--- config.mk ---
export PLATFORM = sky130hd
export DESIGN_NAME = i2c_master_byte_engine
export DESIGN_NICKNAME = d
export VERILOG_FILES = /design/src/hw/rtl/i2cmbe_pkg.sv /design/src/hw/rtl/i2c_master_byte_engine.sv
export SDC_FILE = /design/constraint.sdc
export NUM_CORES = 1
export LEC_CHECK = 0
export BUFFER_PORTS_ARGS = -buffer_cell sky130_fd_sc_hd__buf_2
export CAP_MARGIN = 10
export CORE_UTILIZATION = 53
export DETAILED_ROUTE_END_ITERATION = 16
export PLACE_DENSITY = 0.72
export SYNTH_ARGS = -nofsm -noshare
export SYNTH_HDL_FRONTEND = slang
export SYNTH_SLANG_ARGS = --single-unit
export TNS_END_PERCENT = 100
--- constraint.sdc ---
create_clock -name clk -period 3.3 [get_ports clk]
set_input_delay 0.495 -clock clk [delete_from_list [all_inputs] [get_ports clk]]
set_output_delay 0.495 -clock clk [all_outputs]
set_load 0.02 [all_outputs]
--- src/hw/rtl/i2cmbe_pkg.sv ---
`timescale 1ns / 1ps

package i2cmbe_pkg;

  // Command codes on the kind field
  localparam logic [2:0] KIND_TICK  = 3'd0;
  localparam logic [2:0] KIND_START = 3'd1;
  localparam logic [2:0] KIND_STOP  = 3'd2;
  localparam logic [2:0] KIND_WRITE = 3'd3;
  localparam logic [2:0] KIND_READ  = 3'd4;

  // Running command, one-hot
  typedef enum logic [4:0] {
    CMD_IDLE  = 5'b00001,
    CMD_START = 5'b00010,
    CMD_STOP  = 5'b00100,
    CMD_WRITE = 5'b01000,
    CMD_READ  = 5'b10000
  } cmd_t;

  // Last step index of each sequence
  localparam logic [4:0] START_LAST = 5'd3;
  localparam logic [4:0] STOP_LAST  = 5'd2;
  localparam logic [4:0] BYTE_LAST  = 5'd27;

  // Step indices inside the byte sequences
  localparam logic [4:0] BITS_END  = 5'd24;  // write: bit steps are below this
  localparam logic [4:0] ACK_REL   = 5'd24;
  localparam logic [4:0] ACK_SCLH  = 5'd25;
  localparam logic [4:0] ACK_SAMP  = 5'd26;
  localparam logic [4:0] RD_ACK    = 5'd25;
  localparam logic [4:0] RD_SCLH   = 5'd26;

  // Phase within one bit slot (three steps per bit)
  localparam logic [1:0] PH_A = 2'd0;
  localparam logic [1:0] PH_B = 2'd1;
  localparam logic [1:0] PH_C = 2'd2;

  function automatic cmd_t kind_to_cmd(input logic [2:0] kind);
    cmd_t c;
    unique case (kind)
      KIND_START: c = CMD_START;
      KIND_STOP:  c = CMD_STOP;
      KIND_WRITE: c = CMD_WRITE;
      KIND_READ:  c = CMD_READ;
      default:    c = CMD_IDLE;
    endcase
    return c;
  endfunction

endpackage

--- src/hw/rtl/i2c_master_byte_engine.sv ---
`timescale 1ns / 1ps

// I2C master engine stepped one bus time step per input item. An item carries a
// command kind (tick, start, stop, write byte, read byte), the byte to send, the
// acknowledge level to send after a read, and the sampled SDA level. A command
// arriving while idle starts its sequence and takes its first pin step on that
// same item; each later item takes the next step. Start runs 4 steps, stop 3,
// write byte and read byte 28 each (bytes go MSB first, read bytes are sampled
// MSB first). A command arriving while busy is dropped and flagged as rejected;
// the running sequence still advances. Each item yields one result item with the
// SCL/SDA levels after the step, busy/done flags, the last read byte and the last
// write acknowledge. Throughput is one item per clock: the step logic sits
// between the engine state and a single result register, and the input side is
// stalled only while that result register is full and stalled downstream.
// The result is offered in the cycle after the item is accepted.

module i2c_master_byte_engine (
  input  logic       clk,
  input  logic       rst,
  // input items
  input  logic       in_valid,
  output logic       in_stall,
  input  logic [2:0] kind,
  input  logic [7:0] write_byte,
  input  logic       ack_level,
  input  logic       sda_in,
  // result items
  output logic       out_valid,
  input  logic       out_stall,
  output logic       scl_level,
  output logic       sda_level,
  output logic       busy_res,
  output logic       done_res,
  output logic [7:0] read_data,
  output logic       ack_seen,
  output logic       rejected
);

  // Engine state
  i2cmbe_pkg::cmd_t active_command;
  logic [4:0]       step_index;
  logic [1:0]       phase;
  logic [7:0]       shift_reg;
  logic             ack_out_hold;
  logic             scl_reg;
  logic             sda_reg;
  logic             ack_reg;
  logic [7:0]       read_hold;

  i2cmbe_pkg::cmd_t active_command_next;
  logic [4:0]       step_index_next;
  logic [1:0]       phase_next;
  logic [7:0]       shift_reg_next;
  logic             ack_out_hold_next;
  logic             scl_reg_next;
  logic             sda_reg_next;
  logic             ack_reg_next;
  logic [7:0]       read_hold_next;
  logic             done_next;
  logic             rejected_next;

  // Working view of the step being taken
  i2cmbe_pkg::cmd_t kind_cmd;
  i2cmbe_pkg::cmd_t cmd;
  logic [4:0]       k;
  logic [1:0]       ph;
  logic [1:0]       ph_adv;
  logic [7:0]       sh;
  logic             ack_hold;
  logic             last;

  logic accept;

  // Result register frees up when empty or being taken this cycle
  assign in_stall = out_valid & out_stall;
  assign accept   = in_valid & ~in_stall;

  assign kind_cmd = i2cmbe_pkg::kind_to_cmd(kind);

  always_comb begin
    // Launch a new command when idle, else continue the running one
    rejected_next = 1'b0;
    cmd      = active_command;
    k        = step_index;
    ph       = phase;
    sh       = shift_reg;
    ack_hold = ack_out_hold;
    if (active_command == i2cmbe_pkg::CMD_IDLE) begin
      if (kind_cmd != i2cmbe_pkg::CMD_IDLE) begin
        cmd = kind_cmd;
        k   = 5'd0;
        ph  = i2cmbe_pkg::PH_A;
        if (kind_cmd == i2cmbe_pkg::CMD_WRITE) begin
          sh = write_byte;
        end
        if (kind_cmd == i2cmbe_pkg::CMD_READ) begin
          sh       = 8'd0;
          ack_hold = ack_level;
        end
      end
    end else if (kind_cmd != i2cmbe_pkg::CMD_IDLE) begin
      rejected_next = 1'b1;
    end

    ph_adv = (ph == i2cmbe_pkg::PH_C) ? i2cmbe_pkg::PH_A : ph + 2'd1;

    scl_reg_next      = scl_reg;
    sda_reg_next      = sda_reg;
    ack_reg_next      = ack_reg;
    shift_reg_next    = sh;
    ack_out_hold_next = ack_hold;
    phase_next        = ph;
    last              = 1'b0;

    unique case (cmd)
      i2cmbe_pkg::CMD_IDLE: begin
      end
      i2cmbe_pkg::CMD_START: begin
        // SDA=1, SCL=1, SDA=0, SCL=0
        last = (k == i2cmbe_pkg::START_LAST);
        case (k[1:0])
          2'd0:    sda_reg_next = 1'b1;
          2'd1:    scl_reg_next = 1'b1;
          2'd2:    sda_reg_next = 1'b0;
          default: scl_reg_next = 1'b0;
        endcase
      end
      i2cmbe_pkg::CMD_STOP: begin
        // SDA=0, SCL=1, SDA=1
        last = (k == i2cmbe_pkg::STOP_LAST);
        case (k[1:0])
          2'd0:    sda_reg_next = 1'b0;
          2'd1:    scl_reg_next = 1'b1;
          default: sda_reg_next = 1'b1;
        endcase
      end
      i2cmbe_pkg::CMD_WRITE: begin
        last = (k == i2cmbe_pkg::BYTE_LAST);
        if (k < i2cmbe_pkg::BITS_END) begin
          phase_next = ph_adv;
          case (ph)
            i2cmbe_pkg::PH_A: begin
              sda_reg_next   = sh[7];
              shift_reg_next = {sh[6:0], 1'b0};
            end
            i2cmbe_pkg::PH_B: scl_reg_next = 1'b1;
            default:          scl_reg_next = 1'b0;
          endcase
        end else if (k == i2cmbe_pkg::ACK_REL) begin
          sda_reg_next = 1'b1;
        end else if (k == i2cmbe_pkg::ACK_SCLH) begin
          scl_reg_next = 1'b1;
        end else if (k == i2cmbe_pkg::ACK_SAMP) begin
          ack_reg_next = sda_in;
        end else begin
          scl_reg_next = 1'b0;
        end
      end
      i2cmbe_pkg::CMD_READ: begin
        last = (k == i2cmbe_pkg::BYTE_LAST);
        if (k == 5'd0) begin
          sda_reg_next = 1'b1;  // release SDA, bit slots start on the next step
          phase_next   = i2cmbe_pkg::PH_A;
        end else if (k <= i2cmbe_pkg::BITS_END) begin
          phase_next = ph_adv;
          case (ph)
            i2cmbe_pkg::PH_A: scl_reg_next   = 1'b1;
            i2cmbe_pkg::PH_B: shift_reg_next = {sh[6:0], sda_in};
            default:          scl_reg_next   = 1'b0;
          endcase
        end else if (k == i2cmbe_pkg::RD_ACK) begin
          sda_reg_next = ack_hold;
        end else if (k == i2cmbe_pkg::RD_SCLH) begin
          scl_reg_next = 1'b1;
        end else begin
          scl_reg_next = 1'b0;
        end
      end
      default: begin
      end
    endcase

    done_next           = last;
    read_hold_next      = read_hold;
    active_command_next = cmd;
    step_index_next     = step_index;
    if (cmd != i2cmbe_pkg::CMD_IDLE) begin
      if (last) begin
        if (cmd == i2cmbe_pkg::CMD_READ) begin
          read_hold_next = shift_reg_next;
        end
        active_command_next = i2cmbe_pkg::CMD_IDLE;
        step_index_next     = 5'd0;
      end else begin
        step_index_next = k + 5'd1;
      end
    end
  end

  // Engine state
  always_ff @(posedge clk) begin
    if (rst) begin
      active_command <= i2cmbe_pkg::CMD_IDLE;
      step_index     <= 5'd0;
      phase          <= i2cmbe_pkg::PH_A;
      shift_reg      <= 8'd0;
      ack_out_hold   <= 1'b1;
      scl_reg        <= 1'b1;
      sda_reg        <= 1'b1;
      ack_reg        <= 1'b1;
      read_hold      <= 8'd0;
    end else if (accept) begin
      active_command <= active_command_next;
      step_index     <= step_index_next;
      phase          <= phase_next;
      shift_reg      <= shift_reg_next;
      ack_out_hold   <= ack_out_hold_next;
      scl_reg        <= scl_reg_next;
      sda_reg        <= sda_reg_next;
      ack_reg        <= ack_reg_next;
      read_hold      <= read_hold_next;
    end
  end

  // Result register
  always_ff @(posedge clk) begin
    if (rst) begin
      out_valid <= 1'b0;
    end else if (accept) begin
      out_valid <= 1'b1;
    end else if (~out_stall) begin
      out_valid <= 1'b0;
    end
  end

  always_ff @(posedge clk) begin
    if (accept) begin
      scl_level <= scl_reg_next;
      sda_level <= sda_reg_next;
      busy_res  <= (active_command_next != i2cmbe_pkg::CMD_IDLE);
      done_res  <= done_next;
      read_data <= read_hold_next;
      ack_seen  <= ack_reg_next;
      rejected  <= rejected_next;
    end
  end

endmodule

==> metrics.log <==
[metrics] effective utilization at floorplan: 55.37%
[metrics] final total negative setup slack: 0 ns
[metrics] number of setup buffers added after CTS: 0
[metrics] status: finished, final reports clean
[metrics] max_slew headroom: 47.76%
[metrics] gate count after technology mapping: 326
[metrics] beginning of the critical path: active_command[0]
[metrics] synthesized cell area: 2828 µm²
[metrics] number of I/O pins: 33
[metrics] via count: 2684
[metrics] buffer cell driving the clock tree root: clkbuf_8
[metrics] total congestion overflow: 0
[metrics] Core Area: 5107 µm²
[metrics] CTS H-tree lvls: 2
[metrics] wire length after detailed routing: 6974 µm
[metrics] final clock skew: between 0.005 and 0.006 ns
[metrics] Primary FF master, synth: dfxtp_1
[metrics] Die Y: 75.05 µm
[metrics] dpl cell area: around 3200 µm²
[metrics] cell leakage power: 0.001346 µW
[metrics] FMAX: 329.3 MHz
[metrics] PwrDens: around 420 nW/µm²
[metrics] clock buffer depth: 2
[metrics] nets: a little under 400
[metrics] clock latency reported for the late side of the worst-skew pair: 0.30 ns
[metrics] Min-Delay Startpoint: in_valid
[metrics] post-place setup slack: 0.1550 ns
[metrics] weighted congestion at the end of routability-driven global placement: 0.9006
[metrics] fraction of layout instances using a drive strength above 1: roughly 20%
[metrics] Iter 0 DRT Violations: 231
[metrics] number of global-route vias before repair: 2292
[metrics] wire length of the first global-routing pass: approximately 11000 µm
[metrics] Post-Layout Inst Area: 3303 µm²
[metrics] DR pass1 iterations: 4
[metrics] fraction of synthesized cell area taken by the top area cell type: 23.36%
[metrics] data arrival at the endpoint of the critical path: roughly 3.1 ns
[metrics] sequential cell area fraction in the yosys report: 38.23%
[metrics] WP data required: 3.35 ns
[metrics] row count: 26
[metrics] unrepaired setup endpoints after global routing: no
[metrics] Filler cells: 448
[metrics] area occupied by multi-input gates: 1679 µm²
[metrics] mean area per synthesized cell: between 8 and 9 µm²
[metrics] aggregate global-route resource usage: 25.66%
[metrics] clock tree from TritonCTS: built
[metrics] Final min period: between 3 and 4 ns
[metrics] final hold viol count: 0
[metrics] count of state elements after synthesis: 47
[metrics] register cell area after layout: 1081 µm²
[metrics] width of the die: 75.05 µm
[metrics] routed length per instance: 15.64 µm
[metrics] Tightest Pin Transition: 0.7802 ns
[metrics] number of enable-type register cells in the synthesized netlist: 14
[metrics] area of the die: 5632 µm²
[metrics] count of pins over their slew limit: 0
[metrics] hold buffer count at cts: 0
[metrics] least setup slack across all paths after layout: 0.2629 ns
[metrics] Setup CP Type: flop to flop
[metrics] TritonCTS buffer count: 5
[metrics] kind of capture point of the worst setup path: flop
[metrics] Buffers on Ports: 32
[metrics] warning count from the yosys run: 0
[metrics] period utilisation layout: 92.03%
[metrics] synthesized net count: 347
[metrics] post-route DRC violation count: 0
[metrics] clock-pin transition on the worst setup and hold timing paths: 0.09 ns
[metrics] Max Cap Viol: 0
[metrics] CP Launch Type: flop
[metrics] synth-to-layout area growth: 16.81%
[metrics] most frequent standard cell in the layout excluding fill and tap cells: nor2_1
[metrics] fraction of synthesis flops using an asynchronous set or reset pin: 0%
[metrics] number of instances resized during post-cts repair: 0
[metrics] Post-DRT Antenna Nets: 0
[metrics] type of the worst min-delay path: input pin to flop
[metrics] antenna fix cells: 0
[metrics] clock sink count: 47
[metrics] Overall Power: 1384 µW
[metrics] VDD IR max: 0.0003119 V
[metrics] Setup violations, final: 0
[metrics] initial antenna violation count: 0
[metrics] most frequent cells in the layout: 51 x nor2_1, 33 x dfxtp_1, 32 x buf_2
[metrics] post-DP HPWL: 5068 µm
[metrics] Max FO, Critical Path: 9
[metrics] number of unique standard cell types used by synthesis: 59
[metrics] Vias per Instance: 6.018
[metrics] maximum number of pins on one net before global-route repair: 30
[metrics] largest cells by area after synthesis: dfxtp_1 23%, edfxtp_1 15%, nor2_1 6.8%, mux2i_1 4.6%, nand2_1 3.6%
[metrics] biggest area consumer among synthesized cells: dfxtp_1
[metrics] Critical R2R Launch: active_command[0]
kinds of logic (layout without fill, tap and decap cells):
family	Yosys count	after routing	synth area share (%)
and+or+nand+nor	134	134	23.72
AOI/OAI and AO/OA	98	98	24.69
DFF	47	47	38.23
muxes	23	23	8.584
buffers and inverters	18	68	2.390
adders and majority gates	4	4	1.770
xor gates and xnor gates	2	2	0.6196
worst max-delay path, cell delays in order (launching register included):
cell and delay, ns:
dfxtp_1 0.50, or3b_1 0.42, o21ai_0 0.35, nand2_2 0.12, or4_4 0.59, a211oi_4 0.25, nand2_2 0.21, mux2_1 0.36
layout make-up:
cell class,count,share of cell area [%]
Inverter,7,0.7955
Clock inverter,3,1.288
Multi-Input combinational cell,261,50.83
Sequential cell,47,32.73
Timing Repair Buffer,53,9.621
Clock buffer,5,2.083
Tap cell,70,2.652
routing by layer:
metal  share of wire [%]  vias up  GRT usage (%)
met3                 5.5        8          4.150
li1                    -     1322              -
met4                 1.1        0          6.289
met2                  48       76          41.04
met1                  45     1278          36.21
met5                   0        -              0
where the power goes:
group	leakage, µW	switching, µW	internal (µW)
Combinational	0.000885	190	121
Sequential	0.000405	22.5	625
Clock	0.0000562	199	226
Total	0.00135	411	972
cell usage after synthesis, drive strengths merged (2+ instances only):
cell	number
a211oi	3
clkbuf	10
nand3b	2
nor2	51
nor3	7
nand4	4
a22oi	11
edfxtp	14
o22ai	15
and4	2
or3	4
inv	7
xnor2	2
and2b	2
nor2b	6
and3	4
mux2	10
o211ai	4
a211o	4
nor4	2
o21ai	17
or3b	2
nor3b	3
a31oi	5
o21bai	2
and2	3
nand3	3
nand2b	6
a2bb2oi	2
nand2	29
dfxtp	33
a311o	2
ha	4
a21oi	16
a21o	3
mux2i	13
final timing paths:
| path | depth (start not counted) | to | slack [ns] |
|---|---|---|---|
| max | 7 | read_data[0] | 0.26 |
| min | 3 | out_valid | 0.42 |
| max reg2reg | 7 | read_data[0] | 0.26 |
| min reg2reg | 2 | ack_reg | 0.48 |
per-stage QoR:
step	cells	hold slack, ns	util, %
after floorplan	326	0.4369	-
final	446	0.4196	64.67
after CTS	446	0.4177	64.67
after detailed placement	438	0.4722	62.49
after global placement	438	0.4522	62.49
after global routing	446	0.4369	64.67
(Power assumes the default switching activity.)
